File: src/cofr_pkg.sv
// Shared types and constants of the circle outline/fill rasterizer.
// No dependencies; used by the top level and its checker.
package cofr_pkg;

  // Fixed field widths of the ports and of the result index.
  localparam int COORD_W  = 16;
  localparam int CTR_W    = 15;
  localparam int RAD_IN_W = 14;
  localparam int IDX_W    = 3;

  // Index of the final result of a step in each mode.
  localparam logic [IDX_W-1:0] LAST_OUTLINE = 3'd7;
  localparam logic [IDX_W-1:0] LAST_FILL    = 3'd3;

  // Request codes on the input channel.
  typedef enum logic {
    REQ_START   = 1'b0,
    REQ_ADVANCE = 1'b1
  } req_t;

  // One step's worth of geometry, handed from the stepper to the result sequencer.
  typedef struct packed {
    logic signed [CTR_W-1:0] ctr_x;
    logic signed [CTR_W-1:0] ctr_y;
    logic [COORD_W-1:0]      off_a;
    logic [COORD_W-1:0]      off_b;
    logic                    fill;
    logic                    done;
  } step_t;

endpackage

File: src/circle_outline_fill_rasterizer_top.sv
// Top level of the circle outline/fill rasterizer.
// Depends on cofr_pkg for the step record, field widths and request codes.
//
// A start transaction loads the centre, radius and mode and gives
// no result. Each advance transaction runs one midpoint-style iteration in the
// cycle it is accepted and queues its geometry: an outline step then delivers
// eight points and a fill step four horizontal spans, one result per cycle
// while out_stall is low, through the single result port. One step can wait
// behind the step being delivered; in_stall is high only while that waiting
// slot is full. An advance with no circle in progress is accepted and gives
// nothing. RADIUS_BITS sets the radius and decision-variable widths
// (4 to 16).
module circle_outline_fill_rasterizer_top #(
  parameter int RADIUS_BITS = 14
) (
  input  logic        clk,
  input  logic        rst,
  input  logic        in_valid,
  output logic        in_stall,
  input  logic        req_type,
  input  logic signed [14:0] center_x,
  input  logic signed [14:0] center_y,
  input  logic [13:0] radius,
  input  logic        fill_mode,
  output logic        out_valid,
  input  logic        out_stall,
  output logic signed [15:0] x_begin,
  output logic signed [15:0] x_finish,
  output logic signed [15:0] row_y,
  output logic        last_of_step,
  output logic        circle_done
);

  localparam int DecW = RADIUS_BITS + 3;
  localparam int OffW = RADIUS_BITS + 2;
  localparam int CW   = cofr_pkg::COORD_W;
  localparam logic [DecW-1:0] DecOne = DecW'(1);
  localparam logic [OffW-1:0] OffOne = OffW'(1);

  // Circle state.
  logic signed [14:0]      ctr_x;
  logic signed [14:0]      ctr_y;
  logic [RADIUS_BITS-1:0]  rad;
  logic [RADIUS_BITS-1:0]  off_x;
  logic [RADIUS_BITS-1:0]  off_y;
  logic [DecW-1:0]         decision;
  logic                    fill_sel;
  logic                    active;

  // Result sequencer state.
  cofr_pkg::step_t         cur;
  logic                    cur_valid;
  logic [cofr_pkg::IDX_W-1:0] idx;
  cofr_pkg::step_t         pend;
  logic                    pend_valid;

  logic                    in_fire;
  logic                    is_start;
  logic                    step_fire;
  logic                    out_fire;
  logic                    at_last;
  logic                    slot_free;
  logic [RADIUS_BITS-1:0]  rad_in;
  logic [DecW-1:0]         dec_start;

  logic signed [DecW-1:0]  dec_s;
  logic signed [DecW-1:0]  two_a;
  logic signed [DecW-1:0]  two_gap;
  logic [DecW-1:0]         a_d;
  logic [DecW-1:0]         b_d;
  logic [DecW-1:0]         rad_d;
  logic [DecW-1:0]         decision_next;
  logic signed [OffW-1:0]  a_w;
  logic signed [OffW-1:0]  b_w;
  logic signed [OffW-1:0]  a_n;
  logic signed [OffW-1:0]  b_n;
  logic                    step_done;
  logic [RADIUS_BITS-1:0]  off_x_next;
  logic [RADIUS_BITS-1:0]  off_y_next;
  cofr_pkg::step_t         snap;

  // Handshake decode.
  assign in_fire   = in_valid && !in_stall;
  assign is_start  = (cofr_pkg::req_t'(req_type) == cofr_pkg::REQ_START);
  assign step_fire = in_fire && !is_start && active;
  assign in_stall  = pend_valid;

  // Values loaded by a start transaction.
  assign rad_in    = RADIUS_BITS'(radius);
  assign dec_start = DecW'(rad_in) - DecOne;

  // One iteration of the decision-variable rule.
  always_comb begin
    a_d     = DecW'(off_x);
    b_d     = DecW'(off_y);
    rad_d   = DecW'(rad);
    dec_s   = decision;
    two_a   = a_d << 1;
    two_gap = (rad_d - b_d) << 1;
    a_w     = OffW'(off_x);
    b_w     = OffW'(off_y);
    if (dec_s >= two_a) begin
      decision_next = DecW'(decision - (a_d << 1) - DecOne);
      a_n = a_w + OffOne;
      b_n = b_w;
    end else if (dec_s < two_gap) begin
      decision_next = DecW'(decision + (b_d << 1) - DecOne);
      a_n = a_w;
      b_n = b_w - OffOne;
    end else begin
      decision_next = DecW'(decision + ((b_d - a_d - DecOne) << 1));
      a_n = a_w + OffOne;
      b_n = b_w - OffOne;
    end
    step_done  = (b_n < a_n);
    off_x_next = a_n[RADIUS_BITS-1:0];
    if (step_done && b_n[OffW-1]) begin
      off_y_next = '0;
    end else begin
      off_y_next = b_n[RADIUS_BITS-1:0];
    end
  end

  // Geometry of the step being taken, before the offsets move.
  always_comb begin
    snap.ctr_x = ctr_x;
    snap.ctr_y = ctr_y;
    snap.off_a = CW'(off_x);
    snap.off_b = CW'(off_y);
    snap.fill  = fill_sel;
    snap.done  = step_done;
  end

  // Circle state registers.
  always_ff @(posedge clk) begin
    if (rst) begin
      ctr_x    <= '0;
      ctr_y    <= '0;
      rad      <= '0;
      off_x    <= '0;
      off_y    <= '0;
      decision <= '0;
      fill_sel <= 1'b0;
      active   <= 1'b0;
    end else if (in_fire && is_start) begin
      ctr_x    <= center_x;
      ctr_y    <= center_y;
      rad      <= rad_in;
      off_x    <= '0;
      off_y    <= rad_in;
      decision <= dec_start;
      fill_sel <= fill_mode;
      active   <= 1'b1;
    end else if (step_fire) begin
      off_x    <= off_x_next;
      off_y    <= off_y_next;
      decision <= decision_next;
      active   <= !step_done;
    end
  end

  // Result sequencer control.
  assign out_fire  = cur_valid && !out_stall;
  assign at_last   = (idx == (cur.fill ? cofr_pkg::LAST_FILL : cofr_pkg::LAST_OUTLINE));
  assign slot_free = !cur_valid || (out_fire && at_last);

  always_ff @(posedge clk) begin
    if (rst) begin
      cur_valid  <= 1'b0;
      pend_valid <= 1'b0;
      idx        <= '0;
    end else begin
      if (slot_free) begin
        idx <= '0;
        if (pend_valid) begin
          cur_valid  <= 1'b1;
          pend_valid <= 1'b0;
        end else begin
          cur_valid <= step_fire;
        end
      end else begin
        if (out_fire) begin
          idx <= idx + 1'b1;
        end
        if (step_fire) begin
          pend_valid <= 1'b1;
        end
      end
    end
  end

  // Step records in flight; the valid flags above qualify them.
  always_ff @(posedge clk) begin
    if (slot_free) begin
      if (pend_valid) begin
        cur <= pend;
      end else if (step_fire) begin
        cur <= snap;
      end
    end else if (step_fire) begin
      pend <= snap;
    end
  end

  // Result fields for the current index within the step.
  logic [CW-1:0] cx;
  logic [CW-1:0] cy;
  logic [CW-1:0] xo;
  logic [CW-1:0] yo;
  logic          xneg;
  logic          yneg;
  logic          x_use_b;

  always_comb begin
    cx = CW'($signed(cur.ctr_x));
    cy = CW'($signed(cur.ctr_y));
    if (cur.fill) begin
      x_use_b = (idx[0] == idx[1]);
      xneg    = 1'b0;
      yneg    = idx[1];
    end else begin
      x_use_b = idx[0];
      xneg    = idx[1];
      yneg    = idx[2];
    end
    xo = x_use_b ? cur.off_b : cur.off_a;
    yo = x_use_b ? cur.off_a : cur.off_b;
    if (cur.fill) begin
      x_begin  = cx - xo;
      x_finish = cx + xo;
    end else begin
      x_begin  = xneg ? (cx - xo) : (cx + xo);
      x_finish = x_begin;
    end
    row_y = yneg ? (cy - yo) : (cy + yo);
  end

  assign out_valid    = cur_valid;
  assign last_of_step = at_last;
  assign circle_done  = at_last && cur.done;

endmodule

File: config.mk
export PLATFORM = sky130hd
export DESIGN_NAME = circle_outline_fill_rasterizer_top
export DESIGN_NICKNAME = d
export VERILOG_FILES = /design/src/cofr_pkg.sv /design/src/circle_outline_fill_rasterizer_top.sv
export SDC_FILE = /design/constraint.sdc
export NUM_CORES = 1
export LEC_CHECK = 0
export BUFFER_PORTS_ARGS = -buffer_cell sky130_fd_sc_hd__buf_2
export CELL_PAD_IN_SITES_DETAIL_PLACEMENT = 1
export CELL_PAD_IN_SITES_GLOBAL_PLACEMENT = 1
export CORE_MARGIN = 2
export CORE_UTILIZATION = 48
export DETAILED_ROUTE_END_ITERATION = 16
export PLACE_DENSITY = 0.79
export SYNTH_ARGS = -nofsm -noshare
export SYNTH_HDL_FRONTEND = slang
export SYNTH_SLANG_ARGS = --single-unit
File: constraint.sdc
create_clock -name clk -period 7.8 [get_ports clk]
set_clock_uncertainty 0.15 [all_clocks]
set_input_delay 0 -clock clk [delete_from_list [all_inputs] [get_ports clk]]
set_output_delay 0 -clock clk [all_outputs]
set_load 0.03 [all_outputs]
Word-level counts from Yosys, hierarchy flattened
Index checks and enable logic that the tools add are counted.
{ "word_totals": {"ff_bits": 216, "latchBits": 0, "ramBits": 0, "mem_bits_ro": 0, "wordCells": 90, "mem_count": 0} }
{ "classes": {"addsub": 16, "n_mul": 0, "div_mod_pow": 0, "order_cmp": 3, "eq_ne": 2, "n_shift": 0, "n_mux": 25, "bitwise_logic": 2, "reduce_logical": 19} }
{ "ops": {"columns": ["cell", "count"], "rows": [
  ["$mux W64", 2],
  ["$mux W16", 6],
  ["$mux W14", 5],
  ["$mux W17", 4],
  ["$sub A17 B1 Y17 const B", 2],
  ["$add A15 B15 Y16", 2],
  ["$sub A15 B15 Y16", 2],
  ["$sub A14 B1 Y15 const B", 2],
  ["$sub A14 B14 Y15", 2],
  ["$add A17 B15 Y17", 1],
  ["$add A17 B17 Y17", 1],
  ["$ge A17 B16 Y1", 1],
  ["$lt A17 B16 Y1", 1],
  ["$sub A17 B15 Y17", 1],
  ["$lt A16 B16 Y1", 1],
  ["$sub A15 B2 Y16 const B", 1],
  ["$add A14 B1 Y15 const B", 1],
  ["$mux W15", 1],
  ["$logic_and A1 B1 Y1", 8],
  ["$mux W1", 6],
  ["$logic_not A1 Y1", 4],
  ["$reduce_and A2 Y1", 2],
  ["$reduce_bool A2 Y1", 2],
  ["$reduce_or A2 Y1", 2],
  ["other kinds (6)", 7]
]} }

Longest topological paths before layout
Gate-level depths: netlist (run 1).
{ "depth": {"word_depth": 9, "mapped_depth": 38, "mapped_depth_nobuf": 37} }

Worst setup path before layout (run 1)
OpenSTA, ideal clock, no wires.
{ "synth_timing": {"path_kind": "register -> register", "from": "register off_y[0]", "to": "register off_y[5]", "t_arrival_ps": 6807, "required_time_ps": 7518, "path_slack_ps": 710, "path_stages_with_launch": 35, "synth_period_minus_slack_ps": 7090, "path_cell_list": "dfxtp_1 -> ha_1 -> inv_1 -> fa_1 -> a21o_1 -> a21oi_1 -> o21bai_1 -> a21oi_1 -> nor2b_1 -> o2111ai_1 -> nand3_1 -> o41ai_1 -> o21ai_0 -> ha_1 -> nand4_1 -> nor3_1 -> o221ai_1 -> a41oi_1 -> clkinv_1 -> a21oi_1 -> nand2_1 -> nor3_1 -> xnor2_1 -> ha_1 -> nand2_1 -> or4_1 -> nand3_1 -> a21oi_1 -> a21oi_1 -> ha_1 -> nand2b_1 -> clkbuf_1 -> o21ai_0 -> a22oi_1 -> a21oi_1"} }
{ "synth_via": {"elab_chain_len": 9, "elab_cells_between_ends": 11, "cone_classes": "add/sub: 2; order compare: 2; mux: 6; reduce/logical: 1"} }
{ "synth_lines": {"columns": ["element", "line", "text"], "rows": [
  ["start: declaration", "circle_outline_fill_rasterizer_top.sv:45", "logic [RADIUS_BITS-1:0] off_y;"],
  ["start signal: assignment", "circle_outline_fill_rasterizer_top.sv:150", "off_y <= rad_in;"],
  ["start signal: assignment", "circle_outline_fill_rasterizer_top.sv:156", "off_y <= off_y_next;"],
  ["$sub A14 B14 Y15", "circle_outline_fill_rasterizer_top.sv:99", "two_gap = (rad_d - b_d) << 1;"],
  ["$lt A17 B16 Y1", "circle_outline_fill_rasterizer_top.sv:106", "end else if (dec_s < two_gap) begin"],
  ["$mux W15", "circle_outline_fill_rasterizer_top.sv:106", null],
  ["$mux W16", "circle_outline_fill_rasterizer_top.sv:102", "if (dec_s >= two_a) begin"],
  ["$lt A16 B16 Y1", "circle_outline_fill_rasterizer_top.sv:115", "step_done = (b_n < a_n);"],
  ["$logic_and A1 B1 Y1", "circle_outline_fill_rasterizer_top.sv:117", "if (step_done && b_n[OffW-1]) begin"],
  ["$mux W14 (*)", "circle_outline_fill_rasterizer_top.sv:117", null],
  ["$mux W14 (*)", "circle_outline_fill_rasterizer_top.sv:154", "end else if (step_fire) begin"],
  ["$mux W14 (*)", "circle_outline_fill_rasterizer_top.sv:145", "end else if (in_fire && is_start) begin"]
]} }
Every way passes the cells marked *; elsewhere a longest branch is shown, timed or not. The select of a mux whose other input is x is not followed.
A chain may end at the register's enable or synchronous reset.

Worst setup path after layout (run 1)
{ "layout_timing": {"from": "register off_y[0]", "to": "register off_y[2]"} }
Same word-level chain as after synthesis.

==> run_results.csv, run 1 <==
group,metric,value,unit
route,antenna_left,0,
worst_setup_path,arrival,7580,ps
place,gp_congestion,0.9319,
worst_setup_path,crit_fanout,10,
worst_setup_path,endpoint_kind,"flip-flop",
worst_setup_path,cp.required,8090,ps
timing,timing.final.hold_violations,0,
synth,synth_edf_count,120,
route,wl_met3,2102,um
power_and_ir_drop,seqPwrFrac,0.265,
synth,netlist_area,16540,um2
timing,setup_ws,508.0,ps
worst_setup_path,rr_endpoint,"off_y[2]",
route,vias,15200,
place,port_buffers,101,
timing,worst_slew_pin_slew,1163,ps
synth,postSynthAreaPerCell,8.644,um2
route,met1Wirelength,24240,um
finish,seq_area,5530,um2
worst_hold_path,hold_start,"req_type",
route,top_layer_used,"met4",
die,io_pins,102,
timing,max_slew_margin,0.2175,
finish,final_cells,2531,
place,place_worst_setup_slack,215.0,ps
die,start_util,0.4909,
global_route,grt_usage,0.3179,
route,drc_errors,0,
finish,drive_above_1_share,0.1129,
finish,fillCellCount,4041,
finish,mostFrequentLayoutCell,"nand2_1",
worst_hold_path,whs_path_depth,5,
timing,period_minus_slack,7292,ps
cts,root_buffer,"clkbuf_16",
die,dieArea,35970,um2
global_route,grt_overflow_total,0,
finish,area_growth,15.40,%
timing,fmax,0.1371,GHz
cts,clk_pin_slew,60,ps
synth,synth_ff_type,"edfxtp_1",
timing,period_share,0.9349,
timing,finalSetupViolations,0,
route,routed_via_density,6.006,
synth,yosysSeqAreaShare,0.3340,
synth,synthArstFlopShare,0,
global_route,grt_pass1_wl,89600,um
power_and_ir_drop,p_int,2.923,mW
route,routed_wl,57340,um
outcome,status,"complete, no violations",
worst_setup_path,slowest_delay,410,ps
worst_setup_path,r2r_cells,36,
cts,cts_buffers,25,
global_route,grt_pass1_vias,16140,
synth,ys_seq_elements,216,
finish,nets,2301,
die,fp-row-count,67,
power_and_ir_drop,p_per_area,262.6,nW/um2
worst_hold_path,hold_path.class,"input pin to flip-flop",
timing,setup_tns,0,ps
route,firstDrtPassIters,6,
route,initialDrtViolationCount,1035,
cts,clkSinkCount,216,
finish,fin_area,19090,um2
synth,syn-num-nets,2152,
place,dp_cells,2421,
place,place_area,17570,um2
global_route,antenna_found_initial,1,
power_and_ir_drop,p_sw,2.091,mW
global_route,grt_max_degree,78,
synth,yosys.cell_types.count,77,
route,wl_per_cell,22.65,um
worst_hold_path,worstHoldEndpoint,"off_x[1]",
flow_run,drv_cap,0,
worst_setup_path,critical_path_class,"flip-flop to flip-flop",
power_and_ir_drop,p_clk_frac,0.252,
die,die_width,189.7,um
route,met2_wirelength,28390,um
finish,multi_input_area,10300,um2
cts,clockBufferDepth,3,
worst_setup_path,reg2reg_from,"off_y[0]",
cts,insertion_delay,530,ps
worst_setup_path,regToRegSetupSlack,510,ps
power_and_ir_drop,swShare,0.4170,
worst_setup_path,cpMaxStageDelayCell,"fa_1",
worst_setup_path,worstSetupStartpointType,"flip-flop",
place,dp_hpwl,41820,um
synth,synth_cells,1914,
cts,ctsHtreeMaxLevel,1,
power_and_ir_drop,max-vdd-ir-drop,0.0003644,V
finish,mostFrequentLayoutCells,"nand2_1 (251), ha_1 (180), a21oi_1 (177)",
die,core,33700,um2
synth,yosysWarnings,0,
die,die_h,189.7,um
power_and_ir_drop,p_comb_frac,0.483,
power_and_ir_drop,p_leak,7.836,nW
worst_setup_path,path_common_cell,"a21oi_1",
cts,tritoncts,"done",
timing,maxSlewViolCount,0,
[synth_stat cells (16+ instances only)]
cell type	instances	area [um2]
a211oi_1	23	172.7
a21o_1	30	225.2
a21oi_1	179	895.9
a31oi_1	16	100.1
clkbuf_1	53	198.9
dfxtp_1	96	1922
edfxtp_1	120	3603
ha_1	180	2252
inv_1	143	536.8
mux2_2	36	405.4
mux2i_1	27	270.3
nand2_1	252	945.9
nand3_1	40	200.2
nor2_1	119	446.7
nor2b_1	22	137.6
nor3_1	53	265.3
o211ai_1	16	120.1
o21ai_0	111	555.5
or3_1	17	106.4
xnor2_1	107	937.2
xor2_1	52	455.4
[sequential cells by signal, indices dropped and copies added (netlist names)]
register and flops:
off_y 14, cur 60, fill_sel 1, ctr_x 15, idx 3, rad 14
dec_s 17, pend 60, ctr_y 15, active 1, out_valid 1, in_stall 1
off_x 14
[how the worst max path moves through the flow]
stage          endpoint  depth (start not counted)      from
6_report       off_y[2]                         36  off_y[0]
5_1_grt        off_y[2]                         37  off_y[0]
4_1_cts        off_y[2]                         36  off_y[0]
3_5_place_dp   off_y[2]                         36  off_y[0]
3_3_place_gp   off_y[5]                         37    rad[0]
2_1_floorplan  off_y[5]                         34  off_y[0]
[cell families after synthesis]
kind of cell / count (synthesis) / share of synthesized area
flip-flops: 216 / 0.3340
AO/OA/AOI/OAI: 486 / 0.1826
adder cells (fa/ha/maj): 188 / 0.1458
multiplexers: 63 / 0.04084
AND/OR/NAND/NOR: 594 / 0.1648
XOR/XNOR: 159 / 0.08417
buffers and inverters: 208 / 0.04787
[stage by stage]
| step | total power [mW] | hold slack, ps | utilization |
|---|---|---|---|
| final | 5.014 | 57.83 | 0.5666 |
| after global routing | 5.282 | 86.07 | 0.5665 |
| after CTS | 4.954 | 32.03 | 0.5650 |
| after detailed placement | 3.671 | 101.1 | 0.5212 |
| after global placement | 3.617 | 91.80 | 0.5212 |
| after floorplan | 2.976 | -14.03 | - |
[power by group through the flow]
| stage | clock [mW] | sequential [mW] | combinational (mW) |
|---|---|---|---|
| after global routing | 1.31 | 1.34 | 2.64 |
| after global placement | 0 | 1.35 | 2.27 |
| final | 1.26 | 1.33 | 2.42 |
| after detailed placement | 0 | 1.35 | 2.32 |
| after CTS | 1.26 | 1.33 | 2.37 |
| after floorplan | 0 | 1.32 | 1.66 |
[worst max-delay path, delay by kind of cell, from the launching register on]
family / cells / cell delay [ps]
fa+ha+maj: 5 / 1450
compound gates: 19 / 3570
simple gates: 9 / 1280
xor+xnor: 1 / 150
buf+inv: 2 / 230
flops: 1 / 360
[routing by layer]
layer  up-vias  global-route usage
met4         0              0.1380
li1       7149                   -
met5         -                   0
met3       117             0.02269
met1      7535              0.3908
met2       400              0.5731
[final cells by class]
cell class / count / area share
sequential: 216 / 0.2896
timing repair buffer: 186 / 0.06802
multi-input combinational: 1490 / 0.5396
tap: 448 / 0.02936
clock buffer: 26 / 0.03296
inverter: 144 / 0.02831
antenna: 2 / 0.0002621
clock inverter: 19 / 0.01186
[what timing repair did]
| action | 4_1_cts | 5_1_grt |
|---|---|---|
| resized for setup | 0 | 9 |
| hold buffers | 62 | 0 |
| setup buffers | 0 | 1 |
| endpoints found under the setup margin | 0 | 16 |
| hold endpoints to repair | 78 | 0 |
No activity file was read; power rests on OpenSTA's default activity.
==> run 2, diff against run 1 <==
--- a/config.mk
+++ b/config.mk
@@ -11,6 +11,7 @@
 export CORE_MARGIN = 2
 export CORE_UTILIZATION = 48
 export DETAILED_ROUTE_END_ITERATION = 16
+export GPL_TIMING_DRIVEN = 0
 export PLACE_DENSITY = 0.79
 export SYNTH_ARGS = -nofsm -noshare
 export SYNTH_HDL_FRONTEND = slang
==> run 2 against run 1 <==
- clock-buffer cell count up 5
- global-route usage up 1.5 points
- power up 1.1%
- design area up 0.83%
- clock power about the same
- combinational power up 2%
- flip-flop and latch count unchanged
- sequential power about the same
==> run_results.csv, run 2 (synthesis gave the netlist of run 1 again) <==
group,metric,value,unit
worst_setup_path,worstSetupStartpointType,"flip-flop",
power_and_ir_drop,p_per_area,263.2,nW/um2
route,wl_per_cell,23.44,um
global_route,grt_pass1_vias,16530,
worst_setup_path,regToRegSetupSlack,100,ps
global_route,grt_pass1_wl,92440,um
worst_setup_path,critical_path_class,"flip-flop to flip-flop",
finish,mostFrequentLayoutCells,"nand2_1 (251), ha_1 (180), a21oi_1 (176)",
timing,period_minus_slack,7703,ps
finish,drive_above_1_share,0.1136,
timing,timing.final.hold_violations,0,
worst_setup_path,rr_endpoint,"off_y[2]",
finish,nets,2342,
place,dp_hpwl,45820,um
global_route,grt_overflow_total,0,
route,routed_wl,60260,um
finish,fillCellCount,4049,
route,firstDrtPassIters,5,
cts,insertion_delay,530,ps
die,dieArea,35970,um2
timing,fmax,0.1298,GHz
power_and_ir_drop,max-vdd-ir-drop,0.0001368,V
place,gp_congestion,0.9827,
cts,root_buffer,"clkbuf_16",
route,initialDrtViolationCount,979,
route,drc_errors,0,
timing,max_slew_margin,0.3566,
die,core,33700,um2
timing,period_share,0.9876,
cts,cts_buffers,24,
cts,clk_pin_slew,70,ps
power_and_ir_drop,p_leak,7.901,nW
worst_hold_path,hold_path.class,"input pin to flip-flop",
timing,worst_slew_pin_slew,961.5,ps
global_route,antenna_found_initial,1,
route,antenna_left,0,
die,fp-row-count,67,
timing,finalSetupViolations,0,
worst_setup_path,r2r_cells,34,
cts,clkSinkCount,216,
worst_hold_path,whs_path_depth,4,
worst_hold_path,hold_start,"center_x[5]",
outcome,status,"complete, no violations",
worst_setup_path,arrival,7980,ps
worst_setup_path,reg2reg_from,"off_y[1]",
die,start_util,0.4909,
cts,tritoncts,"done",
die,die_h,189.7,um
worst_setup_path,crit_fanout,8,
finish,final_util,0.5713,
cts,ctsHtreeMaxLevel,1,
route,routed_via_density,6.050,
flow_run,drv_cap,0,
worst_setup_path,endpoint_kind,"flip-flop",
cts,clockBufferDepth,3,
worst_setup_path,cpMaxStageDelayCell,"dfxtp_4",
place,port_buffers,101,
timing,maxSlewViolCount,0,
die,io_pins,102,
die,die_width,189.7,um
worst_setup_path,cp.required,8080,ps
finish,mostFrequentLayoutCell,"nand2_1",
finish,area_growth,16.37,%
power_and_ir_drop,total_power,5.067,mW
route,vias,15560,
global_route,grt_usage,0.3326,
worst_setup_path,slowest_delay,450,ps
worst_hold_path,worstHoldEndpoint,"ctr_x[5]",
global_route,grt_max_degree,34,
run 2: cell count changes in the layout (fill, tap and decap cells not counted), sizes merged:
| cell | change |
|---|---|
| clkinvlp | +1 |
| diode | -1 |
| inv | -1 |
| dlygate4sd3 | -14 |
| clkbuf | +57 |
| bufinv | -1 |
| clkinv | -5 |
| buf | +4 |
run 2: layer usage:
| layer | vias up | routed length, um | track usage |
|---|---|---|---|
| li1 | 7213 | - | - |
| met1 | 7621 | 23520 | 0.3719 |
| met2 | 538 | 30200 | 0.6196 |
| met3 | 183 | 2887 | 0.03911 |
| met4 | 0 | 3654 | 0.1717 |
| met5 | - | 0 | 0 |
run 2: worst max path at each step:
stage / from / end / slack (ps) / cells after the start
after floorplan: off_y[0] / off_y[5] / 710 / 34
after global placement: off_y[1] / off_y[13] / -3030 / 35
after detailed placement: off_y[1] / off_y[12] / -2420 / 35
after CTS: off_y[0] / off_y[2] / 30 / 36
after global routing: off_y[1] / off_y[2] / -90 / 36
final: off_y[1] / off_y[2] / 100 / 34
run 2: through the flow:
stage	setup slack (ps)	TNS (ps)	hold WS, ps	area, um2	instances
3_3_place_gp	-3026	-54040	91.13	17610	2463
2_1_floorplan	710.3	0	-14.03	16540	1914
3_5_place_dp	-2423	-37500	102.9	17670	2465
6_report	96.84	0	129.3	19250	2571
5_1_grt	-94.80	-443.0	120.1	19250	2570
4_1_cts	27.56	0	105.3	19140	2564
run 2: power by group:
| part | total (mW) | leakage, nW | switching (mW) | internal [mW] |
|---|---|---|---|---|
| clock | 1.25 | 0.428 | 0.497 | 0.751 |
| combinational | 2.48 | 5.57 | 1.55 | 0.932 |
| sequential | 1.34 | 1.91 | 0.0785 | 1.26 |
run 2: cell type report:
type                    instances  area, um2  area share
diodes                          1      2.502   0.0001300
plain buffers                  63      247.7     0.01287
clock buffers                  31      678.2     0.03522
clock inverters                13      182.7    0.009489
inverters                     144      549.3     0.02853
multi-input cells            1490      10370      0.5384
flip-flops and latches        216       5534      0.2875
well taps                     448      560.5     0.02912
repair buffers                165       1131     0.05875
run 2: critical path: cells and delay by family (launching register included):
family | cells | cell delay [ps]
AO/OA/AOI/OAI | 17 | 3480
AND/OR/NAND/NOR | 10 | 1700
adder cells (fa/ha/maj) | 4 | 1310
flip-flops | 1 | 450
buffers and inverters | 2 | 320
XOR/XNOR | 1 | 190
run 2: repair_timing:
item                       4_1_cts  5_1_grt
setup endpoints to repair       18       17
buffers inserted                 8        6
hold buffers                    48        0
gates resized for setup         22       12
hold endpoints to repair        79        0
pin swaps                        2        7
